--- config.mk ---
export PLATFORM = sky130hd
export DESIGN_NAME = calendar_date_time_step_flat
export DESIGN_NICKNAME = d
export VERILOG_FILES = /design/src/design/cdts_pkg.sv /design/src/design/cdts_in_if.sv /design/src/design/cdts_out_if.sv /design/src/design/cdts_alu.sv /design/src/design/cdts_date.sv /design/src/design/calendar_date_time_step.sv /design/src/flat_wrapper.sv
export SDC_FILE = /design/constraint.sdc
export NUM_CORES = 1
export LEC_CHECK = 0
export BUFFER_PORTS_ARGS = -buffer_cell sky130_fd_sc_hd__buf_2
export CORE_MARGIN = 2
export CORE_UTILIZATION = 45
export DETAILED_ROUTE_END_ITERATION = 16
export MAX_ROUTING_LAYER = met4
export SLEW_MARGIN = 20
export SYNTH_ARGS = -nofsm -noshare
export SYNTH_HDL_FRONTEND = slang
export SYNTH_SLANG_ARGS = --single-unit
--- constraint.sdc ---
create_clock -name i_clk -period 22.8 [get_ports i_clk]
set_input_delay 5.7 -clock i_clk [delete_from_list [all_inputs] [get_ports i_clk]]
set_output_delay 5.7 -clock i_clk [all_outputs]
set_load 0.05 [all_outputs]
--- src/design/cdts_pkg.sv ---
// Shared types, constants and calendar helpers for the date/time stepper.
`timescale 1ns / 1ps

package cdts_pkg;

    // Field widths
    localparam int YEAR_W   = 14;
    localparam int MONTH_W  = 4;
    localparam int DAY_W    = 5;
    localparam int HOUR_W   = 5;
    localparam int MINUTE_W = 6;
    localparam int MILLIS_W = 16;
    localparam int STEP_W   = 32;
    localparam int KIND_W   = 2;

    // Working widths: accumulator holds the signed millisecond total,
    // the date keeps a signed year that may leave 0..16383 by one.
    localparam int ACC_W   = 34;
    localparam int YEAR_SW = 16;
    localparam int R400_W  = 9;
    localparam int PROD_W  = 27;
    localparam int BIT_W   = 3;

    typedef logic signed [ACC_W-1:0]   t_acc;
    typedef logic signed [YEAR_SW-1:0] t_year;
    typedef logic [R400_W-1:0]         t_r400;

    // Calendar codes
    localparam logic [KIND_W-1:0] CAL_GREG   = 2'd0;
    localparam logic [KIND_W-1:0] CAL_FIXED  = 2'd1;
    localparam logic [KIND_W-1:0] CAL_THIRTY = 2'd2;

    // Month numbers used by the rollover logic
    localparam logic [MONTH_W-1:0] MONTH_JAN = 4'd1;
    localparam logic [MONTH_W-1:0] MONTH_FEB = 4'd2;
    localparam logic [MONTH_W-1:0] MONTH_DEC = 4'd12;

    localparam logic [DAY_W-1:0] DAY_LEAP_FEB = 5'd29;
    localparam logic [DAY_W-1:0] DAY_THIRTY   = 5'd30;

    localparam logic [DAY_W-1:0] MONTH_LEN [12] = '{
        5'd31, 5'd28, 5'd31, 5'd30, 5'd31, 5'd30,
        5'd31, 5'd31, 5'd30, 5'd31, 5'd30, 5'd31
    };

    // Millisecond constants
    localparam t_acc MS_PER_DAY    = t_acc'(86400000);
    localparam t_acc MS_PER_HOUR   = t_acc'(3600000);
    localparam t_acc MS_PER_MINUTE = t_acc'(60000);
    localparam logic [PROD_W-1:0] MS_HOUR_U   = PROD_W'(3600000);
    localparam logic [PROD_W-1:0] MS_MINUTE_U = PROD_W'(60000);

    // Leap cycle
    localparam t_acc  CYCLE_YEARS = t_acc'(400);
    localparam t_r400 CYCLE_LAST  = R400_W'(399);
    localparam t_r400 CENT_1      = R400_W'(100);
    localparam t_r400 CENT_2      = R400_W'(200);
    localparam t_r400 CENT_3      = R400_W'(300);
    localparam t_year YEAR_MAX    = t_year'(9999);

    // Shared adder operation
    typedef enum logic {
        ALU_ADD = 1'b0,
        ALU_SUB = 1'b1
    } t_alu_op;

    // Controls from the sequencer to the date unit
    typedef struct packed {
        logic load;      // take the starting date
        logic set_r400;  // take the year position in the 400-year cycle
        logic move;      // move the date one day
        logic back;      // direction of the move: back when set
    } t_date_ctl;

    // Length of a month (1..12) under the given calendar, leap day excluded
    function automatic logic [DAY_W-1:0] days_in(input logic [KIND_W-1:0] kind,
                                                 input logic [MONTH_W-1:0] month);
        logic [MONTH_W-1:0] idx;
        idx = month - MONTH_JAN;
        if (kind == CAL_THIRTY) begin
            return DAY_THIRTY;
        end else if (month < MONTH_JAN || month > MONTH_DEC) begin
            return MONTH_LEN[0];
        end else begin
            return MONTH_LEN[idx];
        end
    endfunction

endpackage

--- src/design/cdts_in_if.sv ---
// Request channel of the date/time stepper.
`timescale 1ns / 1ps

interface cdts_in_if;
    logic                                  valid;
    logic                                  ready;
    logic [cdts_pkg::YEAR_W-1:0]           year_in;
    logic [cdts_pkg::MONTH_W-1:0]          month_in;
    logic [cdts_pkg::DAY_W-1:0]            day_in;
    logic [cdts_pkg::HOUR_W-1:0]           hour_in;
    logic [cdts_pkg::MINUTE_W-1:0]         minute_in;
    logic [cdts_pkg::MILLIS_W-1:0]         millis_in;
    logic signed [cdts_pkg::STEP_W-1:0]    step_millis;

    modport source (
        output valid, year_in, month_in, day_in, hour_in, minute_in, millis_in,
               step_millis,
        input  ready
    );

    modport sink (
        input  valid, year_in, month_in, day_in, hour_in, minute_in, millis_in,
               step_millis,
        output ready
    );
endinterface

--- src/design/cdts_out_if.sv ---
// Result channel of the date/time stepper.
`timescale 1ns / 1ps

interface cdts_out_if;
    logic                          valid;
    logic                          ready;
    logic [cdts_pkg::YEAR_W-1:0]   year_out;
    logic [cdts_pkg::MONTH_W-1:0]  month_out;
    logic [cdts_pkg::DAY_W-1:0]    day_out;
    logic [cdts_pkg::HOUR_W-1:0]   hour_out;
    logic [cdts_pkg::MINUTE_W-1:0] minute_out;
    logic [cdts_pkg::MILLIS_W-1:0] millis_out;
    logic                          year_overflow;

    modport source (
        output valid, year_out, month_out, day_out, hour_out, minute_out, millis_out,
               year_overflow,
        input  ready
    );

    modport sink (
        input  valid, year_out, month_out, day_out, hour_out, minute_out, millis_out,
               year_overflow,
        output ready
    );
endinterface

--- src/design/cdts_alu.sv ---
// Shared 34-bit add/subtract unit of the date/time stepper.
`timescale 1ns / 1ps

module cdts_alu (
    input  cdts_pkg::t_acc    i_a,
    input  cdts_pkg::t_acc    i_b,
    input  cdts_pkg::t_alu_op i_op,
    output cdts_pkg::t_acc    o_res,
    output logic              o_neg
);

    always_comb begin
        if (i_op == cdts_pkg::ALU_SUB) begin
            o_res = i_a - i_b;
        end else begin
            o_res = i_a + i_b;
        end
        o_neg = o_res[cdts_pkg::ACC_W-1];
    end

endmodule

--- src/design/cdts_date.sv ---
// Date register with one-day forward/back rollover and leap tracking.
`timescale 1ns / 1ps

module cdts_date (
    input  logic                                i_clk,
    input  cdts_pkg::t_date_ctl                 i_ctl,
    input  logic [cdts_pkg::KIND_W-1:0]         i_kind,
    input  logic [cdts_pkg::YEAR_W-1:0]         i_year,
    input  logic [cdts_pkg::MONTH_W-1:0]        i_month,
    input  logic [cdts_pkg::DAY_W-1:0]          i_day,
    input  cdts_pkg::t_r400                     i_r400,
    output cdts_pkg::t_year                     o_year,
    output logic [cdts_pkg::MONTH_W-1:0]        o_month,
    output logic [cdts_pkg::DAY_W-1:0]          o_day
);

    cdts_pkg::t_year                 r_year, n_year;
    logic [cdts_pkg::MONTH_W-1:0]    r_month, n_month;
    logic [cdts_pkg::DAY_W-1:0]      r_day;
    cdts_pkg::t_r400                 r_r400, n_r400;
    logic signed [cdts_pkg::DAY_W+1:0] n_day;

    logic                            w_leap;
    logic [cdts_pkg::MONTH_W-1:0]    w_month_c;
    logic [cdts_pkg::DAY_W-1:0]      w_dim;

    // Leap year from the position in the 400-year cycle
    assign w_leap = (i_kind == cdts_pkg::CAL_GREG) &&
                    ((r_r400 == '0) ||
                     (r_r400[1:0] == 2'b00 && r_r400 != cdts_pkg::CENT_1 &&
                      r_r400 != cdts_pkg::CENT_2 && r_r400 != cdts_pkg::CENT_3));

    always_comb begin
        // Clamp month into 1..12 before the move
        if (r_month < cdts_pkg::MONTH_JAN) begin
            w_month_c = cdts_pkg::MONTH_JAN;
        end else if (r_month > cdts_pkg::MONTH_DEC) begin
            w_month_c = cdts_pkg::MONTH_DEC;
        end else begin
            w_month_c = r_month;
        end

        n_year  = r_year;
        n_r400  = r_r400;
        n_month = w_month_c;
        w_dim   = '0;
        if (i_ctl.back) begin
            n_day = $signed({2'b00, r_day}) - 7'sd1;
        end else begin
            n_day = $signed({2'b00, r_day}) + 7'sd1;
        end

        // Underflow: last day of the previous month
        if (n_day <= 7'sd0) begin
            if (w_month_c == cdts_pkg::MONTH_JAN) begin
                n_month = cdts_pkg::MONTH_DEC;
                n_year  = r_year - 16'sd1;
                n_r400  = (r_r400 == '0) ? cdts_pkg::CYCLE_LAST : r_r400 - 9'd1;
            end else begin
                n_month = w_month_c - 4'd1;
            end
            w_dim = cdts_pkg::days_in(i_kind, n_month);
            if (n_month == cdts_pkg::MONTH_FEB && w_leap) begin
                n_day = $signed({2'b00, cdts_pkg::DAY_LEAP_FEB});
            end else begin
                n_day = $signed({2'b00, w_dim});
            end
        end

        // Overflow past month end: first day of the next month
        if (!(n_day == $signed({2'b00, cdts_pkg::DAY_LEAP_FEB}) &&
              n_month == cdts_pkg::MONTH_FEB && w_leap)) begin
            w_dim = cdts_pkg::days_in(i_kind, n_month);
            if (n_day > $signed({2'b00, w_dim})) begin
                n_day = 7'sd1;
                if (n_month == cdts_pkg::MONTH_DEC) begin
                    n_month = cdts_pkg::MONTH_JAN;
                    n_year  = r_year + 16'sd1;
                    n_r400  = (r_r400 == cdts_pkg::CYCLE_LAST) ? '0 : r_r400 + 9'd1;
                end else begin
                    n_month = n_month + 4'd1;
                end
            end
        end
    end

    always_ff @(posedge i_clk) begin
        if (i_ctl.load) begin
            r_year  <= $signed({2'b00, i_year});
            r_month <= i_month;
            r_day   <= i_day;
        end else if (i_ctl.set_r400) begin
            r_r400 <= i_r400;
        end else if (i_ctl.move) begin
            r_year  <= n_year;
            r_month <= n_month;
            r_day   <= n_day[cdts_pkg::DAY_W-1:0];
            r_r400  <= n_r400;
        end
    end

    assign o_year  = r_year;
    assign o_month = r_month;
    assign o_day   = r_day;

endmodule

--- src/design/calendar_date_time_step.sv ---
// Top level of the calendar date/time stepper: sequencer, operand select, result register.
`timescale 1ns / 1ps

// Adds a signed millisecond step to a date and time of day and returns the
// rolled-over date and time. One request is taken at a time: i_req.ready is
// high only while the sequencer is idle. The sequencer places the year in the
// 400-year leap cycle, loads the step, adds hours, minutes and milliseconds,
// moves the date one day for each whole day the sum crosses (0 to 26 for the
// full step range) with one exit step for each direction, splits the time of
// day into hour and minute by compare-subtract, and loads the result register
// once it is free. The year reduction, the additions, the day rollover and the
// split share the single 34-bit adder. A finished result waits in that register
// while the next request is taken. The calendar register (i_cfg_we /
// i_cfg_wdata) selects Gregorian, fixed 365-day or 30-day-month rules; write
// it only while idle. A year that leaves 0..9999 wraps modulo 16384 and raises
// year_overflow.

module calendar_date_time_step (
    input  logic                          i_clk,
    input  logic                          i_rst_n,
    input  logic                          i_cfg_we,
    input  logic [cdts_pkg::KIND_W-1:0]   i_cfg_wdata,
    cdts_in_if.sink                       i_req,
    cdts_out_if.source                    o_rsp
);

    // One-hot sequencer states
    typedef enum logic [10:0] {
        S_IDLE  = 11'b000_0000_0001,
        S_MOD   = 11'b000_0000_0010,
        S_LOAD  = 11'b000_0000_0100,
        S_ADDH  = 11'b000_0000_1000,
        S_ADDM  = 11'b000_0001_0000,
        S_ADDMS = 11'b000_0010_0000,
        S_FWD   = 11'b000_0100_0000,
        S_BACK  = 11'b000_1000_0000,
        S_HOUR  = 11'b001_0000_0000,
        S_MIN   = 11'b010_0000_0000,
        S_FIN   = 11'b100_0000_0000
    } t_state;

    t_state                               r_state, n_state;
    logic [cdts_pkg::BIT_W-1:0]           r_bit, n_bit;
    cdts_pkg::t_acc                       r_acc, n_acc;
    logic [cdts_pkg::HOUR_W-1:0]          r_hq, n_hq;
    logic [cdts_pkg::MINUTE_W-1:0]        r_mq, n_mq;
    logic [cdts_pkg::KIND_W-1:0]          r_kind;

    // Request fields held for the duration of the item
    logic signed [cdts_pkg::STEP_W-1:0]   r_step;
    logic [cdts_pkg::HOUR_W-1:0]          r_hour;
    logic [cdts_pkg::MINUTE_W-1:0]        r_min;
    logic [cdts_pkg::MILLIS_W-1:0]        r_ms;

    // Result register
    logic                                 r_o_valid;
    logic [cdts_pkg::YEAR_W-1:0]          r_o_year;
    logic [cdts_pkg::MONTH_W-1:0]         r_o_month;
    logic [cdts_pkg::DAY_W-1:0]           r_o_day;
    logic [cdts_pkg::HOUR_W-1:0]          r_o_hour;
    logic [cdts_pkg::MINUTE_W-1:0]        r_o_min;
    logic [cdts_pkg::MILLIS_W-1:0]        r_o_ms;
    logic                                 r_o_ovf;

    // Shared adder
    cdts_pkg::t_acc                       w_b;
    cdts_pkg::t_alu_op                    w_op;
    cdts_pkg::t_acc                       w_res;
    logic                                 w_neg;

    // Date unit
    cdts_pkg::t_date_ctl                  date_ctl;
    cdts_pkg::t_r400                      w_r400;
    cdts_pkg::t_year                      w_year;
    logic [cdts_pkg::MONTH_W-1:0]         w_month;
    logic [cdts_pkg::DAY_W-1:0]           w_day;

    logic                                 w_accept;
    logic                                 w_zero_step;
    logic                                 w_out_load;
    logic [cdts_pkg::PROD_W-1:0]          w_hour_ms;
    logic [cdts_pkg::PROD_W-1:0]          w_min_ms;

    assign i_req.ready = (r_state == S_IDLE);
    assign w_accept    = i_req.valid && i_req.ready;
    assign w_zero_step = (r_step == '0);
    assign w_out_load  = (r_state == S_FIN) && (!r_o_valid || o_rsp.ready);

    // Constant products for the time-of-day fields
    assign w_hour_ms = cdts_pkg::PROD_W'(r_hour) * cdts_pkg::MS_HOUR_U;
    assign w_min_ms  = cdts_pkg::PROD_W'(r_min) * cdts_pkg::MS_MINUTE_U;

    // Pick the adder operand for the current step of the sequence
    always_comb begin
        w_b  = '0;
        w_op = cdts_pkg::ALU_ADD;
        unique case (r_state)
            S_MOD: begin
                w_b  = cdts_pkg::CYCLE_YEARS << r_bit;
                w_op = cdts_pkg::ALU_SUB;
            end
            S_ADDH: begin
                w_b = cdts_pkg::t_acc'(w_hour_ms);
            end
            S_ADDM: begin
                w_b = cdts_pkg::t_acc'(w_min_ms);
            end
            S_ADDMS: begin
                w_b = cdts_pkg::t_acc'(r_ms);
            end
            S_FWD: begin
                w_b  = cdts_pkg::MS_PER_DAY;
                w_op = cdts_pkg::ALU_SUB;
            end
            S_BACK: begin
                w_b = cdts_pkg::MS_PER_DAY;
            end
            S_HOUR: begin
                w_b  = cdts_pkg::MS_PER_HOUR << r_bit;
                w_op = cdts_pkg::ALU_SUB;
            end
            S_MIN: begin
                w_b  = cdts_pkg::MS_PER_MINUTE << r_bit;
                w_op = cdts_pkg::ALU_SUB;
            end
            S_IDLE, S_LOAD, S_FIN: begin
                w_b = '0;
            end
            default: begin
                w_b = '0;
            end
        endcase
    end

    cdts_alu u_alu (
        .i_a   (r_acc),
        .i_b   (w_b),
        .i_op  (w_op),
        .o_res (w_res),
        .o_neg (w_neg)
    );

    // Sequencer
    always_comb begin
        n_state  = r_state;
        n_bit    = r_bit;
        n_acc    = r_acc;
        n_hq     = r_hq;
        n_mq     = r_mq;
        date_ctl = '0;
        w_r400   = w_neg ? r_acc[cdts_pkg::R400_W-1:0] : w_res[cdts_pkg::R400_W-1:0];
        unique case (r_state)
            S_IDLE: begin
                if (w_accept) begin
                    // Take the date, start the leap-cycle reduction on the year
                    date_ctl.load = 1'b1;
                    n_acc   = cdts_pkg::t_acc'(i_req.year_in);
                    n_bit   = cdts_pkg::BIT_W'(5);
                    n_hq    = '0;
                    n_mq    = '0;
                    n_state = S_MOD;
                end
            end
            S_MOD: begin
                if (!w_neg) begin
                    n_acc = w_res;
                end
                if (r_bit == '0) begin
                    date_ctl.set_r400 = 1'b1;
                    n_state = S_LOAD;
                end else begin
                    n_bit = r_bit - 3'd1;
                end
            end
            S_LOAD: begin
                n_acc   = cdts_pkg::t_acc'(r_step);
                n_state = S_ADDH;
            end
            S_ADDH: begin
                // A zero step normalizes the date: one day back here ...
                n_acc         = w_res;
                date_ctl.move = w_zero_step;
                date_ctl.back = 1'b1;
                n_state       = S_ADDM;
            end
            S_ADDM: begin
                // ... and one day forward here
                n_acc         = w_res;
                date_ctl.move = w_zero_step;
                n_state       = S_ADDMS;
            end
            S_ADDMS: begin
                n_acc   = w_res;
                n_state = S_FWD;
            end
            S_FWD: begin
                if (!w_neg) begin
                    n_acc         = w_res;
                    date_ctl.move = 1'b1;
                end else begin
                    n_state = S_BACK;
                end
            end
            S_BACK: begin
                if (r_acc[cdts_pkg::ACC_W-1]) begin
                    n_acc         = w_res;
                    date_ctl.move = 1'b1;
                    date_ctl.back = 1'b1;
                end else begin
                    n_bit   = cdts_pkg::BIT_W'(cdts_pkg::HOUR_W - 1);
                    n_state = S_HOUR;
                end
            end
            S_HOUR: begin
                if (!w_neg) begin
                    n_acc       = w_res;
                    n_hq[r_bit] = 1'b1;
                end
                if (r_bit == '0) begin
                    n_bit   = cdts_pkg::BIT_W'(cdts_pkg::MINUTE_W - 1);
                    n_state = S_MIN;
                end else begin
                    n_bit = r_bit - 3'd1;
                end
            end
            S_MIN: begin
                if (!w_neg) begin
                    n_acc       = w_res;
                    n_mq[r_bit] = 1'b1;
                end
                if (r_bit == '0) begin
                    n_state = S_FIN;
                end else begin
                    n_bit = r_bit - 3'd1;
                end
            end
            S_FIN: begin
                // Hold until the result register is free
                if (w_out_load) begin
                    n_state = S_IDLE;
                end
            end
            default: begin
                n_state = S_IDLE;
            end
        endcase
    end

    cdts_date u_date (
        .i_clk   (i_clk),
        .i_ctl   (date_ctl),
        .i_kind  (r_kind),
        .i_year  (i_req.year_in),
        .i_month (i_req.month_in),
        .i_day   (i_req.day_in),
        .i_r400  (w_r400),
        .o_year  (w_year),
        .o_month (w_month),
        .o_day   (w_day)
    );

    // Control registers
    always_ff @(posedge i_clk) begin
        if (!i_rst_n) begin
            r_state   <= S_IDLE;
            r_o_valid <= 1'b0;
            r_kind    <= cdts_pkg::CAL_GREG;
        end else begin
            r_state <= n_state;
            if (w_out_load) begin
                r_o_valid <= 1'b1;
            end else if (o_rsp.ready) begin
                r_o_valid <= 1'b0;
            end
            if (i_cfg_we) begin
                r_kind <= i_cfg_wdata;
            end
        end
    end

    // Datapath registers
    always_ff @(posedge i_clk) begin
        r_bit <= n_bit;
        r_acc <= n_acc;
        r_hq  <= n_hq;
        r_mq  <= n_mq;
        if (w_accept) begin
            r_step <= i_req.step_millis;
            r_hour <= i_req.hour_in;
            r_min  <= i_req.minute_in;
            r_ms   <= i_req.millis_in;
        end
        if (w_out_load) begin
            r_o_year  <= w_year[cdts_pkg::YEAR_W-1:0];
            r_o_month <= w_month;
            r_o_day   <= w_day;
            r_o_hour  <= r_hq;
            r_o_min   <= r_mq;
            r_o_ms    <= r_acc[cdts_pkg::MILLIS_W-1:0];
            r_o_ovf   <= (w_year < 16'sd0) || (w_year > cdts_pkg::YEAR_MAX);
        end
    end

    assign o_rsp.valid         = r_o_valid;
    assign o_rsp.year_out      = r_o_year;
    assign o_rsp.month_out     = r_o_month;
    assign o_rsp.day_out       = r_o_day;
    assign o_rsp.hour_out      = r_o_hour;
    assign o_rsp.minute_out    = r_o_min;
    assign o_rsp.millis_out    = r_o_ms;
    assign o_rsp.year_overflow = r_o_ovf;

    // The day rollover must leave the total inside one day before the split
    a_day_range: assert property (@(posedge i_clk) disable iff (!i_rst_n)
        (r_state == S_HOUR) |-> (r_acc >= 0 && r_acc < cdts_pkg::MS_PER_DAY))
        else $error("time of day out of range at hour split");

    // After the hour and minute split only milliseconds of one minute remain
    a_ms_range: assert property (@(posedge i_clk) disable iff (!i_rst_n)
        (r_state == S_FIN) |-> (r_acc >= 0 && r_acc < cdts_pkg::MS_PER_MINUTE))
        else $error("millisecond remainder out of range");

    // Any one-day move leaves a month in 1..12
    a_month_range: assert property (@(posedge i_clk) disable iff (!i_rst_n)
        date_ctl.move |=> (w_month >= cdts_pkg::MONTH_JAN && w_month <= cdts_pkg::MONTH_DEC))
        else $error("month out of range after day move");

    // Finishing an item always presents a result
    a_result_shown: assert property (@(posedge i_clk) disable iff (!i_rst_n)
        w_out_load |=> r_o_valid)
        else $error("finished item produced no result");

    // An accepted request starts the leap-cycle reduction
    a_accept_start: assert property (@(posedge i_clk) disable iff (!i_rst_n)
        w_accept |=> (r_state == S_MOD && r_bit == cdts_pkg::BIT_W'(5)))
        else $error("accepted request did not start the sequence");

endmodule
--- src/flat_wrapper.sv ---
// flat-port wrapper written by rule: the top's interface ports become plain ports
module calendar_date_time_step_flat 
  (i_clk, i_rst_n, i_cfg_we, i_cfg_wdata, i_req_valid, i_req_year_in, i_req_month_in, i_req_day_in, i_req_hour_in, i_req_minute_in, i_req_millis_in, i_req_step_millis, i_req_ready, o_rsp_valid, o_rsp_year_out, o_rsp_month_out, o_rsp_day_out, o_rsp_hour_out, o_rsp_minute_out, o_rsp_millis_out, o_rsp_year_overflow, o_rsp_ready);
  cdts_in_if i_req_i ();
  cdts_out_if o_rsp_i ();
  input  logic i_clk;
  input  logic i_rst_n;
  input  logic i_cfg_we;
  input  logic [cdts_pkg::KIND_W-1:0] i_cfg_wdata;
  input wire logic [$bits(i_req_i.valid)-1:0] i_req_valid;
  input wire logic [$bits(i_req_i.year_in)-1:0] i_req_year_in;
  input wire logic [$bits(i_req_i.month_in)-1:0] i_req_month_in;
  input wire logic [$bits(i_req_i.day_in)-1:0] i_req_day_in;
  input wire logic [$bits(i_req_i.hour_in)-1:0] i_req_hour_in;
  input wire logic [$bits(i_req_i.minute_in)-1:0] i_req_minute_in;
  input wire logic [$bits(i_req_i.millis_in)-1:0] i_req_millis_in;
  input wire logic [$bits(i_req_i.step_millis)-1:0] i_req_step_millis;
  output wire logic [$bits(i_req_i.ready)-1:0] i_req_ready;
  output wire logic [$bits(o_rsp_i.valid)-1:0] o_rsp_valid;
  output wire logic [$bits(o_rsp_i.year_out)-1:0] o_rsp_year_out;
  output wire logic [$bits(o_rsp_i.month_out)-1:0] o_rsp_month_out;
  output wire logic [$bits(o_rsp_i.day_out)-1:0] o_rsp_day_out;
  output wire logic [$bits(o_rsp_i.hour_out)-1:0] o_rsp_hour_out;
  output wire logic [$bits(o_rsp_i.minute_out)-1:0] o_rsp_minute_out;
  output wire logic [$bits(o_rsp_i.millis_out)-1:0] o_rsp_millis_out;
  output wire logic [$bits(o_rsp_i.year_overflow)-1:0] o_rsp_year_overflow;
  input wire logic [$bits(o_rsp_i.ready)-1:0] o_rsp_ready;
  assign i_req_i.valid = i_req_valid;
  assign i_req_i.year_in = i_req_year_in;
  assign i_req_i.month_in = i_req_month_in;
  assign i_req_i.day_in = i_req_day_in;
  assign i_req_i.hour_in = i_req_hour_in;
  assign i_req_i.minute_in = i_req_minute_in;
  assign i_req_i.millis_in = i_req_millis_in;
  assign i_req_i.step_millis = i_req_step_millis;
  assign i_req_ready = i_req_i.ready;
  assign o_rsp_valid = o_rsp_i.valid;
  assign o_rsp_year_out = o_rsp_i.year_out;
  assign o_rsp_month_out = o_rsp_i.month_out;
  assign o_rsp_day_out = o_rsp_i.day_out;
  assign o_rsp_hour_out = o_rsp_i.hour_out;
  assign o_rsp_minute_out = o_rsp_i.minute_out;
  assign o_rsp_millis_out = o_rsp_i.millis_out;
  assign o_rsp_year_overflow = o_rsp_i.year_overflow;
  assign o_rsp_i.ready = o_rsp_ready;
  calendar_date_time_step u_core (.i_clk(i_clk), .i_rst_n(i_rst_n), .i_cfg_we(i_cfg_we), .i_cfg_wdata(i_cfg_wdata), .i_req(i_req_i), .o_rsp(o_rsp_i));
endmodule
==> summary.txt <==
Clocking
  – Post-CTS setup buffers: 0
  – CTS tree: built
  – Clock latency on the worst-skew pair: around 0.56 ns
  – Number of H-tree levels: 1
  – Post-CTS Hold Buffers: 0
  – Num CTS Buffers: 24
  – Post-CTS Resized: 0
  – Clock slew at reported path FFs: 0.06 ns
  – CTS Buffer Depth: 3
  – Root Driver: clkbuf_16
  – Number of clock sinks: 206

Detailed routing
  – Via count of the routed design: between 10k and 15k
  – Vias per cell: slightly above 6
  – DRT Wirelength: between 40000 and 50000 um
  – Antenna-violating nets left: 0
  – DRC: 0
  – Average wire per standard cell: 21.26 um
  – Initial drt markers: approximately 1.2k
  – DR pass1 iterations: 5

Timing
  – Fmax: about 0.12 GHz
  – Setup-failing EPs final: 0
  – Max-slew headroom: 0.2388
  – Worst Skew: 0.01069 ns
  – Final hold violation count: 0
  – Final slew viol count: 0
  – Sum of negative setup slack: 0 ns
  – Setup repair after global routing missed its margin: false
  – Worst Tran Pin Value: 1.131 ns
  – Final Critical Period: 8.404 ns
  – Final period util: 0.3686

Finish
  – Fin nets: 2090
  – Filler Cell Count: 3388
  – Synth-to-Final Area Change: 10.67%
  – Share of cells above drive strength 1: 0.1285
  – Multi-input logic area: 9663 sq um
  – Commonest non-fill, non-tap cell in the layout: edfxtp_1
  – FF/Latch Area: between 6000 and 7000 sq um
  – Commonest non-fill, non-tap cells in the layout: 190 x edfxtp_1, 180 x nor2_1, 158 x nand2_1
  – Antenna diode count: 0
  – Layout Cells excl Fill: 2328

Critical path
  – Worst Path Max Fanout: 23
  – Critical Path Sink Type: flop
  – WP data required: 22.95 ns
  – Cell mode on critical path: ha_1
  – CP max-delay cell: a2111oi_0
  – Crit path largest cell delay: a little under 0.7 ns
  – CP arrival: 8.55 ns
  – Buf+Inv Stages, Crit Path: 3
  – Crit path kind: reg2reg
  – Critical path's top delay family: compound AO/OA/AOI/OAI gates
  – Worst Setup Start Kind: flop

Yosys
  – Main synth FF type: edfxtp_1
  – Syn_area_per_cell: 9.352 sq um
  – Seq/Total Area, Yosys: 0.3680
  – Unique masters post-synth: 95
  – Syn. warnings: 0
  – Syn Inst Count: 1751
  – FFs w/ async S/R, synth: 0
  – Mapped Nets: 1992
  – Seq cells post-synth: between 200 and 250
  – Post-synth EDFFs: 190
  – Post-Syn Area: 16380 sq um

Job
  – Max-Cap Viols: 0

Floorplan
  – Die area: 37930 sq um
  – Starting density of the core: 0.4582
  – Die Height: roughly 190 um
  – Core Box Area: 35740 sq um
  – Num rows: between 60 and 70
  – Die Wd: around 190 um
  – I/O Pins: 142

Global route
  – Grt ovf: 0
  – Pin count of the biggest net entering global routing: 72
  – GRT Util Overall: 0.2634
  – First-pass GRT wire length: 75860 um
  – Vias in the first global route: 13.18k
  – Initial antenna violation count: 0

Pwr
  – Pwr Total: about 1.6 mW
  – Static Leak: 7.168 nW
  – VDD IR-drop max: around 0.000080 V
  – PD cells: about 86 nW/um^2

Place
  – PortBufs: 141
  – Gpl congestion: 0.9820
  – Cells after DPL: 2284
  – DP HPWL: around 38000 um

Status
  – Outcome: complete, no violations

Worst hold path
  – Worst min-delay path class: reg2reg
metal layers:
metal  global-route usage  vias to the layer above  part of all wire
met1               0.3482                     6799              0.44
met2               0.4180                      502              0.46
met4              0.08482                        0             0.032
met5                    -                        -                 0
li1                     -                     6740                 -
met3              0.03783                       76             0.066
registers in the layout, summed over array words and instances, names as in the netlist, 6 cells and up:
signal	count
u_core.o_rsp.millis_out	16
u_core.o_rsp.minute_out	6
u_core.o_rsp.year_out	14
u_core.r_acc	34
u_core.r_min	6
u_core.r_mq	6
u_core.r_ms	16
u_core.r_state	11
u_core.r_step	32
u_core.u_date.o_year	16
u_core.u_date.r_r400	9
report_power, final:
part / leakage (nW) / internal [mW] / switching [mW]
logic: 4.91 / 0.273 / 0.431
registers: 1.92 / 0.461 / 0.0375
clock network: 0.337 / 0.194 / 0.158
Yosys cell counts, drive strengths merged (14+ instances only):
library cell	number	area share
a211oi	18	0.0083
a21o	29	0.013
a21oi	91	0.028
a22oi	28	0.013
a31oi	22	0.0093
and3	20	0.0076
buf	27	0.010
clkbuf	57	0.013
dfxtp	16	0.020
edfxtp	190	0.35
fa	25	0.031
ha	127	0.097
inv	88	0.020
nand2	160	0.037
nand2b	26	0.0099
nand3	48	0.015
nand4	23	0.0088
nor2	180	0.041
nor2b	14	0.0053
nor3	39	0.012
nor4	32	0.017
o21a	14	0.0064
o21ai	117	0.036
o31ai	20	0.0092
or3	16	0.0064
xnor2	55	0.031
xor2	58	0.031
through the flow:
step                      utilization  area, sq um  hold WS, ns  setup slack [ns]
after floorplan                     -        16380       0.4244             13.98
after global placement         0.4874        17420       0.4434             14.29
after detailed placement       0.4874        17420       0.4454             14.09
after CTS                      0.5069        18120       0.4585             14.00
after global routing           0.5070        18120       0.4675             13.81
final                          0.5070        18120       0.4558             14.40
area by class of cell:
| type | count | share of cell area |
|---|---|---|
| sequential | 206 | 0.3325 |
| multi-input combinational | 1371 | 0.5332 |
| timing repair buffer | 156 | 0.04515 |
| inverter | 90 | 0.01885 |
| tap | 461 | 0.03183 |
| clock buffer | 32 | 0.03480 |
| clock inverter | 12 | 0.003659 |
kinds of logic after synthesis:
kind of cell | count (synthesis) | synth area share
AO/OA/AOI/OAI | 474 | 0.1983
XOR/XNOR | 113 | 0.06158
flip-flops | 206 | 0.3680
AND/OR/NAND/NOR | 616 | 0.1903
adder cells (fa/ha/maj) | 152 | 0.1276
buffers and inverters | 174 | 0.04386
multiplexers | 16 | 0.01031
path summary, 6_finish.rpt:
| check | from | to | slack (ns) | cells past startpoint |
|---|---|---|---|---|
| worst max-delay path | u_core.r_min[4]$_DFFE_PP_ | u_core.u_date.o_day[2]$_DFFE_PP_ | 14.40 | 29 |
| worst max register to register | u_core.r_min[4]$_DFFE_PP_ | u_core.u_date.o_day[2]$_DFFE_PP_ | 14.40 | 29 |
| worst min register to register | u_core.r_mq[3]$_SDFFCE_PN0P_ | u_core.o_rsp.minute_out[3]$_DFFE_PP_ | 0.46 | 0 |
| worst min-delay path | u_core.r_mq[3]$_SDFFCE_PN0P_ | u_core.o_rsp.minute_out[3]$_DFFE_PP_ | 0.46 | 0 |
Power figures use the tool's default switching activity.
